### src/depq_pkg.sv
`default_nettype none

package depq_pkg;

	// Field widths
	localparam int ID_W   = 24;
	localparam int PRI_W  = 24;
	localparam int KEY_W  = PRI_W + ID_W;
	localparam int OP_W   = 2;
	localparam int ST_W   = 2;
	localparam int OCC_W  = 11;

	// Tail-id reduction tree: fan-in per node and number of registered levels
	localparam int FAN      = 32;
	localparam int TREE_LAT = 4;
	localparam int SET_W    = $clog2(TREE_LAT + 1);

	// Operation codes
	localparam logic [OP_W-1:0] OP_INSERT  = 2'd0;
	localparam logic [OP_W-1:0] OP_REM_MAX = 2'd1;
	localparam logic [OP_W-1:0] OP_REM_MIN = 2'd2;

	// Status codes
	localparam logic [ST_W-1:0] ST_OK    = 2'd0;
	localparam logic [ST_W-1:0] ST_EMPTY = 2'd1;
	localparam logic [ST_W-1:0] ST_FULL  = 2'd2;

	// Command broadcast to every cell
	typedef enum logic [1:0] {
		CELL_HOLD,
		CELL_INSERT,
		CELL_REM_MAX,
		CELL_REM_MIN
	} cell_op_t;

	typedef struct packed {
		cell_op_t         op;
		logic [KEY_W-1:0] key;
	} cell_cmd_t;

	// What a cell shows to its neighbors
	typedef struct packed {
		logic             valid;
		logic             place;
		logic [KEY_W-1:0] key;
	} cell_link_t;

endpackage

`default_nettype wire

### src/depq_cell.sv
`default_nettype none

module depq_cell (
	input  wire logic                  clk,
	input  wire logic                  arst_n,
	input  wire depq_pkg::cell_cmd_t   cmd,
	input  wire depq_pkg::cell_link_t  prev,
	input  wire depq_pkg::cell_link_t  next,
	output depq_pkg::cell_link_t       self,
	output logic [depq_pkg::ID_W-1:0]  tail_id
);

	logic                        valid_q;
	logic [depq_pkg::KEY_W-1:0]  key_q;
	logic                        place;
	logic                        valid_d;
	logic [depq_pkg::KEY_W-1:0]  key_d;

	// An insert lands here or further left when this slot is empty or larger
	assign place = !valid_q || (key_q > cmd.key);

	assign self.valid = valid_q;
	assign self.place = place;
	assign self.key   = key_q;

	// Offer the id only when this is the last occupied cell
	assign tail_id = (valid_q && !next.valid) ? key_q[depq_pkg::ID_W-1:0] : '0;

	// Select the next contents from the broadcast command
	always_comb begin
		valid_d = valid_q;
		key_d   = key_q;
		unique case (cmd.op)
			depq_pkg::CELL_INSERT: begin
				if (prev.place) begin
					valid_d = prev.valid;
					key_d   = prev.key;
				end else if (place) begin
					valid_d = 1'b1;
					key_d   = cmd.key;
				end
			end
			depq_pkg::CELL_REM_MAX: begin
				valid_d = valid_q && next.valid;
			end
			depq_pkg::CELL_REM_MIN: begin
				valid_d = next.valid;
				key_d   = next.key;
			end
			default: begin
			end
		endcase
	end

	always_ff @(posedge clk or negedge arst_n) begin
		if (!arst_n) begin
			valid_q <= 1'b0;
		end else begin
			valid_q <= valid_d;
		end
	end

	always_ff @(posedge clk) begin
		key_q <= key_d;
	end

endmodule

`default_nettype wire

### config.mk
export PLATFORM = sky130hd
export DESIGN_NAME = depq_cell
export DESIGN_NICKNAME = d
export VERILOG_FILES = /design/src/depq_pkg.sv /design/src/depq_cell.sv
export SDC_FILE = /design/constraint.sdc
export NUM_CORES = 1
export LEC_CHECK = 0
export ABC_CLOCK_PERIOD_IN_PS = 3690
export BUFFER_PORTS_ARGS = -buffer_cell sky130_fd_sc_hd__buf_2
export CORE_ASPECT_RATIO = 2
export CORE_MARGIN = 2
export CORE_UTILIZATION = 40
export CTS_CLUSTER_DIAMETER = 100
export CTS_CLUSTER_SIZE = 28
export DETAILED_ROUTE_END_ITERATION = 10
export PLACE_DENSITY_LB_ADDON = 0.05
export SLEW_MARGIN = 20
export SYNTH_ARGS = -nofsm -noshare
export SYNTH_HDL_FRONTEND = slang
export SYNTH_SLANG_ARGS = --single-unit
### constraint.sdc
create_clock -name clk -period 3.69 [get_ports clk]
set_input_delay 0.369 -clock clk [delete_from_list [all_inputs] [get_ports clk]]
set_output_delay 0.369 -clock clk [all_outputs]
set_load 0.005 [all_outputs]
==> results.ini, run 1 <==
[clock_network]
cts_sinks=49
cts_root_buffer=clkbuf_16
path_clk_slew_ns=0.06
htreeDepth=2
clk_latency_ns=0.29
cts_tree=built
cts_made_buffers=5
cts_max_path_buffers=2

[synthesis]
synthMuxAreaShare_pct=12.28
yosysSeqAreaShare_pct=37.49
yosysUniqueCellTypes=38
synth_compound_area_share_pct=13.63
synth_seq_cells=49
syn_nets=621
synthXorXnorAreaFrac_pct=0
synth_top_family_by_area=adder cells
syn-instance-count=421
yosys_warnings=0
synthSimpleGateAreaFrac_pct=14.01
syn_area_um2=3911
synthAdderAreaFrac_pct=15.36
synthArstFlopShare_pct=2.041
synth-edff-count=48
syn_area_per_cell_um2=9.290
synth_top_flop_cell=edfxtp_1

[pwr]
swShare_pct=28.41
p_leak_nw=2.745
pwr-share-seq_pct=43.2
power_frac_clock_pct=28.6
power_frac_comb_pct=28.1
p_int_mw=1.175
irDropWorstVdd_uv=248.4
powerDensity_nw_per_um2=309.0
power.switching_mw=0.4665

[placement]
port_buffers=224
place_congestion=0.8032
hpwl_um=8951
place_inst=760

[worst_setup_path]
slowest_delay_ns=0.63
cp.required_ns=3.68
crit_path_frequent_cell=a31oi_1
worstPathArrival_ns=3.12
crit_path_top_delay_cell=o31a_2
path_max_fanout=27
start_kind=flip-flop
critPathCaptureType=flip-flop
path_cells=ha_1, nand4_1, nor4_2, a31oi_1, a31oi_1, o41a_1, o31a_2, buf_12
critPathKind=reg -> reg

[sta]
tns_ns=0
hold_ws_ns=0.3416
relSlewSlack_pct=43.09
tightest_slew_ns=0.8536
rsz0062_at_grt=no
setup_viol=0
fin_crit_sh_pct=84.78
max_freq_mhz=319.7
skew_ns=0.003656
maxSlewViolCount=0
fin_crit_ns=3.128
hold_violations=0

[final_layout]
most-common-layout-cells=buf_2 (224), nand2_1 (61), inv_1 (52), o21ai_0 (52)
fillers=926
drive_gt1_share_pct=38.15
seqCellArea_um2=1466
mostFrequentLayoutCell=buf_2
utilization_pct=55.15
diodes=0
layoutNonFillerInstCount=769
synthToLayoutAreaGrowth_pct=35.86
multi_input_area_um2=2167
nets=836

[global_route]
grt_use_total_pct=20.53
grt_pass1_wl_um=16790
gr-max-usage-layer=met2
met3_usage_pct=3.015
grt-ovfl-total=0
antenna_found_initial=0
grtUsageMet1_pct=21.37
grt_pass1_vias=3664
grtUsageMet2_pct=40.37
grt_max_degree=55

[route]
wl_per_cell_um=14.16
viasPerCell=4.858
vias=3736
drtIter0Drc=126
drt_wl_total_um=10890
first_pass_iters=4
drc_errors=0
ant_nets=0

[job]
maxCapViolations=0

[floorplanning]
die_h_um=143.8
core-area_um2=9635
die_x_um=73.92
die-area_um2=10630
start_util_pct=40.59
rows=51
io_pins=226

[outcome]
outcome=finished clean

[hold_path]
hp-class=in -> reg

==> layout make-up <==
cell class	count	area share [%]
inverters	52	3.673
repair buffers	229	22.09
well taps	132	3.108
clock buffers	8	2.755
flip-flops and latches	49	27.60
multi-input cells	299	40.78
==> metrics by stage <==
stage | area [µm²] | setup WS (ns) | power [mW]
2_1_floorplan | 3911 | 0.4132 | 0.9709
3_3_place_gp | 5155 | 0.4970 | 1.180
3_5_place_dp | 5155 | 0.4503 | 1.191
4_1_cts | 5311 | 0.5085 | 1.670
5_1_grt | 5314 | 0.3465 | 1.753
6_report | 5314 | 0.5617 | 1.642
==> critical path, delay by kind of cell, from the launching register on <==
kind                     cells  cell delay (ns)
flip-flops                   1             0.42
buffers and inverters        1             0.26
AND/OR/NAND/NOR              2             0.65
AO/OA/AOI/OAI                4             1.15
adder cells (fa/ha/maj)      1             0.35
==> synthesized netlist by cell type, types with 2 or more instances <==
cell | instances | share of area (%)
buf_1 | 2 | 0.19
o22ai_1 | 2 | 0.32
o21ai_0 | 52 | 6.7
nand2_1 | 61 | 5.9
and2_1 | 24 | 3.8
a31oi_1 | 3 | 0.48
nand4_1 | 10 | 1.6
nor3_1 | 3 | 0.38
and4_1 | 2 | 0.45
nand3_1 | 3 | 0.38
clkbuf_1 | 16 | 1.5
o21ai_1 | 2 | 0.26
mux2i_1 | 48 | 12
a21oi_1 | 18 | 2.3
inv_1 | 52 | 5.0
nor2b_1 | 2 | 0.32
a21oi_2 | 2 | 0.45
edfxtp_1 | 48 | 37
nor2_1 | 4 | 0.38
buf_4 | 2 | 0.38
ha_1 | 48 | 15
==> power by group through the flow <==
stage	Clock, mW	Combinational, mW	Sequential [mW]
CTS	0.488	0.471	0.711
finish	0.470	0.462	0.710
detailed placement	0	0.469	0.723
floorplan	0	0.249	0.722
global route	0.507	0.529	0.717
global placement	0	0.460	0.720
==> kinds of logic (layout without fill, tap and decap cells) <==
group           count (synthesis)  after routing
simple gates                  113            113
compound gates                 90             90
buf+inv                        73            289
flops                          49             49
fa+ha+maj                      48             48
mux                            48             48
==> registers in the layout, indices dropped and copies added (netlist names) <==
name     count
key_q       48
valid_q      1
==> final timing paths <==
check	start	endpoint	slack, ns	depth (start not counted)
max	key_q[47]$_DFFE_PP_	key_q[16]$_DFFE_PP_	0.56	8
min	prev[49]	valid_q$_DFFE_PN0P_	0.34	3
max reg2reg	key_q[47]$_DFFE_PP_	key_q[16]$_DFFE_PP_	0.56	8
min reg2reg	valid_q$_DFFE_PN0P_	valid_q$_DFFE_PN0P_	0.64	2
max in group asynchronous	arst_n	valid_q$_DFFE_PN0P_	3.19	2
min in group asynchronous	arst_n	valid_q$_DFFE_PN0P_	0.42	2
==> layer usage <==
| layer | vias up | part of all wire (%) | wire, µm |
|---|---|---|---|
| met5 | - | 0 | 0 |
| met4 | 0 | 1.6 | 169 |
| met3 | 11 | 4.7 | 510 |
| met2 | 131 | 57 | 6241 |
| met1 | 1681 | 36 | 3969 |
| li1 | 1913 | - | - |
==> what timing repair did <==
action	CTS	global route
gates resized for setup	0	0
endpoints found under the hold margin	1	0
buffers inserted	0	0
hold buffers	1	0
Power figures use the tool's default switching activity.
==> run 2, diff against run 1 <==
--- a/config.mk
+++ b/config.mk
@@ -5,7 +5,7 @@
 export SDC_FILE = /design/constraint.sdc
 export NUM_CORES = 1
 export LEC_CHECK = 0
-export ABC_CLOCK_PERIOD_IN_PS = 3690
+export ABC_CLOCK_PERIOD_IN_PS = 3250
 export BUFFER_PORTS_ARGS = -buffer_cell sky130_fd_sc_hd__buf_2
 export CORE_ASPECT_RATIO = 2
 export CORE_MARGIN = 2
==> constraint.sdc (replaced) <==
create_clock -name clk -period 3.25 [get_ports clk]
set_input_delay 0.325 -clock clk [delete_from_list [all_inputs] [get_ports clk]]
set_output_delay 0.325 -clock clk [all_outputs]
set_load 0.005 [all_outputs]
==> run 2 against run 1 <==
  * Via count is 0.59% lower
  * First-iteration DRC count down 34%
  * Non-clock buffer count is 2 higher
  * Combinational power rose by 15%
  * Wire length fell by 0.37%
  * Global-route usage fell by 0.24 points
  * Critical path depth stayed put
  * Clock power rose by 7.0%
  * Core utilization increased by 0.16 points
  * Worst hold slack got worse by 0.038 ns
  * Count of clock-buffer cells in the layout is the same
  * Design area increased by 0.28%
==> results.ini, run 2 (synthesis gave the netlist of run 1 again) <==
[clock_network]
clk_latency_ns=0.29  ; about the same
cts_root_buffer=clkbuf_16
cts_made_buffers=5  ; unchanged
path_clk_slew_ns=0.06  ; about the same
cts_tree=built
htreeDepth=2  ; unchanged
cts_sinks=49  ; unchanged
cts_max_path_buffers=2  ; unchanged

[sta]
setup_viol=0  ; unchanged
tightest_slew_ns=0.6660  ; -0.1876 ns
relSlewSlack_pct=55.60  ; +13 points
maxSlewViolCount=0  ; unchanged
fin_crit_sh_pct=86.48  ; +1.7 points
rsz0062_at_grt=no
skew_ns=0.004354  ; +0.0006980 ns
max_freq_mhz=355.8  ; +11%
fin_crit_ns=2.811  ; -0.3177 ns
tns_ns=0  ; unchanged
hold_violations=0  ; unchanged
hold_ws_ns=0.3031  ; -0.03847 ns

[global_route]
grt_pass1_vias=3736  ; +2.0%
grt_max_degree=45  ; -18%
grt_pass1_wl_um=16590  ; -1.1%
grt-ovfl-total=0  ; unchanged
antenna_found_initial=0  ; unchanged
grt_use_total_pct=20.29  ; -0.24 points

[final_layout]
fillers=909  ; -1.8%
drive_gt1_share_pct=38.03  ; -0.12 points
synthToLayoutAreaGrowth_pct=36.24
top_register=key_q
reg.largest.list=key_q (48), valid_q (1)
mostFrequentLayoutCell=buf_2
largest_reg_flops=48  ; unchanged
nets=838  ; +0.24%
most-common-layout-cells=buf_2 (224), nand2_1 (61), inv_1 (52), o21ai_0 (52)
diodes=0  ; unchanged

[floorplanning]
rows=51  ; unchanged
start_util_pct=40.59  ; unchanged
die_x_um=73.92  ; unchanged
die-area_um2=10630  ; unchanged
io_pins=226  ; unchanged
core-area_um2=9635  ; unchanged
die_h_um=143.8  ; unchanged

[worst_setup_path]
crit_buf_inv=1  ; unchanged
crit_path_top_delay_cell=o31a_2
critPathCaptureType=flip-flop
start_kind=flip-flop
path_cells=ha_1, a21oi_2, o21ai_1, a221oi_1, o22ai_1, o41a_1, o31a_2, buf_12
slowest_delay_ns=0.46  ; -0.17 ns
path_max_fanout=21  ; -22%
crit_family=compound AO/OA/AOI/OAI gates
cp.required_ns=3.29  ; -0.39 ns
critPathKind=reg -> reg
worstPathArrival_ns=2.86  ; -0.26 ns

[pwr]
powerDensity_nw_per_um2=345.2  ; +12%
total_power_mw=1.840  ; +12%
p_leak_nw=2.753  ; +0.31%
irDropWorstVdd_uv=250.7  ; +0.92%
pwr-share-seq_pct=43.8  ; +0.6 points
swShare_pct=28.37  ; -0.045 points
power_frac_clock_pct=27.3  ; -1.3 points
power_frac_comb_pct=28.9  ; +0.8 points
p_int_mw=1.318  ; +12%
power.switching_mw=0.5219  ; +12%

[route]
viasPerCell=4.817  ; -0.85%
ant_nets=0  ; unchanged
vias=3714  ; -0.59%
drt_wl_total_um=10850  ; -0.37%
wl_per_cell_um=14.07  ; -0.63%
first_pass_iters=6  ; +2
drc_errors=0  ; unchanged
drtIter0Drc=83  ; -34%

[outcome]
outcome=finished clean

[placement]
place_congestion=0.8143  ; +1.4%
port_buffers=224  ; unchanged
hpwl_um=9158  ; +2.3%

[job]
maxCapViolations=0  ; unchanged

[hold_path]
hp-class=in -> reg

[run 2: cell types whose count changed in the layout (fill, tap and decap cells not counted), sizes merged]
| cell | previous run | this run |
|---|---|---|
| buf | 228 | 230 |
[run 2: path summary, 6_finish.rpt]
check / from / end / slack [ns] / cells past startpoint
max in group asynchronous: arst_n / valid_q$_DFFE_PN0P_ / 2.82 / 2
min in group asynchronous: arst_n / valid_q$_DFFE_PN0P_ / 0.34 / 2
max: key_q[17]$_DFFE_PP_ / key_q[44]$_DFFE_PP_ / 0.44 / 8
min reg2reg: valid_q$_DFFE_PN0P_ / valid_q$_DFFE_PN0P_ / 0.67 / 2
min: prev[49] / valid_q$_DFFE_PN0P_ / 0.30 / 3
max reg2reg: key_q[17]$_DFFE_PP_ / key_q[44]$_DFFE_PP_ / 0.44 / 8
[run 2: layout make-up]
class,instances,area (µm²),area share (%)
clock buffers,8,136.4,2.559
inverters,52,195.2,3.663
multi-input cells,299,2165,40.62
flip-flops and latches,49,1466,27.52
well taps,132,165.2,3.099
repair buffers,231,1201,22.54
[run 2: metal layers]
metal  share of wire [%]  global-route usage, %
met5                   0                      0
met2                  58                  41.12
met4                 1.3                  5.646
met1                  35                  19.86
met3                 5.5                  3.296
[run 2: power by group through the flow]
stage               Sequential [mW]  Combinational (mW)  Clock [mW]
floorplan                     0.819               0.283           0
global placement              0.818               0.530           0
detailed placement            0.820               0.539           0
CTS                           0.807               0.542       0.524
global route                  0.814               0.607       0.543
finish                        0.806               0.531       0.503
[run 2: worst min-delay path: cells and delay by family]
| family | cells | cell delay, ns |
|---|---|---|
| buffers and inverters | 2 | 0.13 |
| AO/OA/AOI/OAI | 1 | 0.08 |
[run 2: stage by stage]
stage	instances	cell area [µm²]	util [%]	setup slack (ns)
after floorplan	421	3913	-	0.5310
after global placement	762	5182	53.79	0.3384
after detailed placement	762	5182	53.79	0.3200
after CTS	771	5329	55.30	0.3852
after global routing	771	5329	55.30	0.1924
final	771	5329	55.30	0.4394
[run 2: repair_timing]
action / in CTS / in global routing
endpoints found under the hold margin: 1 / 0
setup buffers: 0 / 0
resized for setup: 0 / 0
hold buffers: 1 / 0
==> run 3, diff against run 2 <==
--- a/config.mk
+++ b/config.mk
@@ -5,6 +5,7 @@
 export SDC_FILE = /design/constraint.sdc
 export NUM_CORES = 1
 export LEC_CHECK = 0
+export ABC_AREA = 1
 export ABC_CLOCK_PERIOD_IN_PS = 3250
 export BUFFER_PORTS_ARGS = -buffer_cell sky130_fd_sc_hd__buf_2
 export CORE_ASPECT_RATIO = 2
==> run 3 against run 2 <==
  * Global-route usage up 0.88 points
  * Register-to-register slack better by 0.34 ns
  * Design area up 0.85%
  * Combinational power up 2%
  * Via count up 14%
  * Highest routed layer unchanged
  * Largest cell class unchanged
  * Count of clock-buffer cells in the layout unchanged
==> results.ini, run 3 <==
[sta]
setup_viol=0  ; unchanged
rsz0062_at_grt=no
tightest_slew_ns=0.8793  ; +0.2133 ns
maxSlewViolCount=0  ; unchanged
fin_crit_ns=2.472  ; -0.3386 ns
skew_ns=0.003967  ; -0.0003875 ns
hold_violations=0  ; unchanged
relSlewSlack_pct=41.38  ; -14 points
fin_crit_sh_pct=76.06  ; -10 points
max_freq_mhz=404.5  ; +14%
tns_ns=0  ; unchanged

[floorplanning]
core-area_um2=9763  ; +1.3%
die_x_um=74.74  ; +1.1%
die-area_um2=10870  ; +2.2%
io_pins=226  ; unchanged
die_h_um=145.5  ; +1.1%
rows=51  ; unchanged
start_util_pct=41.00  ; +0.40 points

[synthesis]
yosysSeqAreaShare_pct=36.64  ; -0.86 points
yosys_warnings=0  ; unchanged
netlist.area_leader.share_pct=36.01  ; -0.84 points
syn_area_um2=4003  ; +2.3%
synth_top_flop_cell=edfxtp_1
synth_top_area_cell=edfxtp_1
yosysMostFrequentCell=nand2_1
synth_common_cells=nand2_1 (161), inv_1 (88), nor2_1 (86)
syn_nets=751  ; +21%
yosysUniqueCellTypes=25  ; -34%
syn-instance-count=551  ; +31%
synth.area.top_cells=edfxtp_1 (36%), nand2_1 (15%), ha_1 (15%)
synthArstFlopShare_pct=2.041  ; unchanged
synth-edff-count=48  ; unchanged
syn_area_per_cell_um2=7.264  ; -22%
synth_seq_cells=49  ; unchanged

[clock_network]
cts_setup_buffers=0  ; unchanged
cts_sinks=49  ; unchanged
htreeDepth=2  ; unchanged
cts_resized=0  ; unchanged
cts_tree=built
cts_hold_buf=1  ; unchanged
cts_made_buffers=5  ; unchanged
clk_latency_ns=0.29  ; about the same
cts_max_path_buffers=2  ; unchanged
path_clk_slew_ns=0.06  ; about the same
cts_root_buffer=clkbuf_16

[final_layout]
most-common-layout-cells=buf_2 (224), nand2_1 (159), inv_1 (88), nor2_1 (86)
top_register=key_q
nets=963  ; +15%
reg.largest.list=key_q (48), valid_q (1)
mostFrequentLayoutCell=buf_2
synthToLayoutAreaGrowth_pct=34.26
diodes=0  ; unchanged
final_area_um2=5374  ; +0.85%
drive_gt1_share_pct=32.46  ; -5.6 points
largest_reg_flops=48  ; unchanged

[pwr]
power_frac_comb_pct=29.2  ; +0.3 points
irDropWorstVdd_uv=286.0  ; +14%
pwr-share-seq_pct=43.7  ; about the same
p_int_mw=1.305  ; -0.96%
swShare_pct=29.76  ; +1.4 points
power.switching_mw=0.5529  ; +6.0%
power_frac_clock_pct=27.2  ; about the same
powerDensity_nw_per_um2=345.8  ; +0.16%
p_leak_nw=3.037  ; +10%

[worst_setup_path]
r2r_cells=14  ; +6
worstReg2RegEnd=key_q[24]$_DFFE_PP_
critPathKind=reg -> reg
start_kind=flip-flop
path_cells=ha_1, nand2_1, nor2_2, nand4_1, nor2_1, nand2_1, clkinv_1, nand2_1, nand3_2, nand2_2, nand3_2, nand2_2, nand2_2, buf_4
crit_family=simple AND/OR/NAND/NOR gates
r2r_start=key_q[31]$_DFFE_PP_
cp.required_ns=3.19  ; -0.10 ns
slowest_delay_ns=0.40  ; -0.06 ns
reg2reg_slack_ns=0.78  ; +0.34 ns
path_max_fanout=30  ; +43%
crit_path_top_delay_cell=buf_4
setup.worst_path.start=key_q[31]$_DFFE_PP_
worstPathArrival_ns=2.41  ; -0.45 ns
crit_buf_inv=2  ; +1
critPathCaptureType=flip-flop

[global_route]
grt_pass1_vias=4078  ; +9.2%
antenna_found_initial=0  ; unchanged
grt_max_degree=69  ; +53%
grt_use_total_pct=21.17  ; +0.88 points
grt_pass1_wl_um=18070  ; +8.9%
grt-ovfl-total=0  ; unchanged

[route]
drt_wl_total_um=11550  ; +6.4%
drtIter0Drc=148  ; +78%
wl_per_cell_um=12.89  ; -8.4%
vias=4223  ; +14%
ant_nets=0  ; unchanged
first_pass_iters=4  ; -2
viasPerCell=4.713  ; -2.2%
drc_errors=0  ; unchanged

[job]
maxCapViolations=0  ; unchanged

[placement]
port_buffers=224  ; unchanged
place_congestion=0.7623  ; -6.4%
place_area_um2=5228  ; +0.87%
hpwl_um=8968  ; -2.1%

[hold_path]
hold_start=next[49]
hp-class=in -> reg
holdPathStages=3  ; unchanged
worstHoldEndpoint=valid_q$_DFFE_PN0P_

[outcome]
outcome=finished clean

run 3: cell count changes after synthesis, moves of 36 or more:
cell     before  now
a31oi_1       3   48
inv_1        52   88
mux2i_1      48    0
nand2_1      61  161
nor2_1        4   86
o21ai_0      52    1
run 3: final cells by class:
cell class                      count  area (µm²)
Clock buffer                        8       136.4
Fill cell                         990        4389
Inverter                           91       341.6
Multi-Input combinational cell    386        2096
Sequential cell                    49        1466
Tap cell                          132       165.2
Timing Repair Buffer              230        1169
run 3: worst max-delay path by stage:
stage                                to  slack [ns]  cells past startpoint
finish              key_q[24]$_DFFE_PP_        0.78                     14
global route        key_q[24]$_DFFE_PP_        0.56                     14
CTS                 key_q[24]$_DFFE_PP_        0.75                     14
detailed placement  key_q[24]$_DFFE_PP_        0.71                     16
global placement    key_q[25]$_DFFE_PP_        0.73                     16
floorplan            key_q[0]$_DFFE_PP_        0.35                     13
run 3: metal layers:
| metal | vias up | wire, µm | track usage [%] |
|---|---|---|---|
| li1 | 2201 | - | - |
| met1 | 1874 | 4285 | 22.19 |
| met3 | 10 | 627 | 2.978 |
| met5 | - | 0 | 0 |
| met2 | 138 | 6480 | 41.37 |
| met4 | 0 | 157 | 5.536 |
run 3: kinds of logic (layout without fill, tap and decap cells):
group / after synthesis / after routing / synth area share (%)
simple gates: 264 / 264 / 26.04
buf+inv: 116 / 329 / 11.25
compound gates: 74 / 74 / 11.07
flops: 49 / 49 / 36.64
fa+ha+maj: 48 / 48 / 15.00
run 3: worst register-to-register path, stage by stage, from the launching register on:
cell	delay, ns
edfxtp_1	0.39
ha_1	0.31
nand2_1	0.08
nor2_2	0.14
nand4_1	0.12
nor2_1	0.15
nand2_1	0.07
clkinv_1	0.06
nand2_1	0.06
nand3_2	0.06
nand2_2	0.05
nand3_2	0.07
nand2_2	0.07
nand2_2	0.07
buf_4	0.40
run 3: power groups by stage:
stage | combinational (mW) | clock (mW) | sequential [mW]
5_1_grt | 0.628 | 0.545 | 0.820
3_3_place_gp | 0.536 | 0 | 0.822
4_1_cts | 0.552 | 0.525 | 0.812
3_5_place_dp | 0.547 | 0 | 0.826
6_report | 0.542 | 0.505 | 0.811
2_1_floorplan | 0.297 | 0 | 0.826
run 3: per-stage QoR:
stage	cells	util (%)	hold slack, ns	worst slack (ns)	total power, mW
floorplan	551	-	0.02941	0.3543	1.124
global placement	887	53.54	0.1018	0.7341	1.359
detailed placement	887	53.54	0.1028	0.7125	1.373
CTS	896	55.04	0.3160	0.7532	1.888
global route	896	55.04	0.3502	0.5560	1.992
finish	896	55.04	0.3210	0.7779	1.858
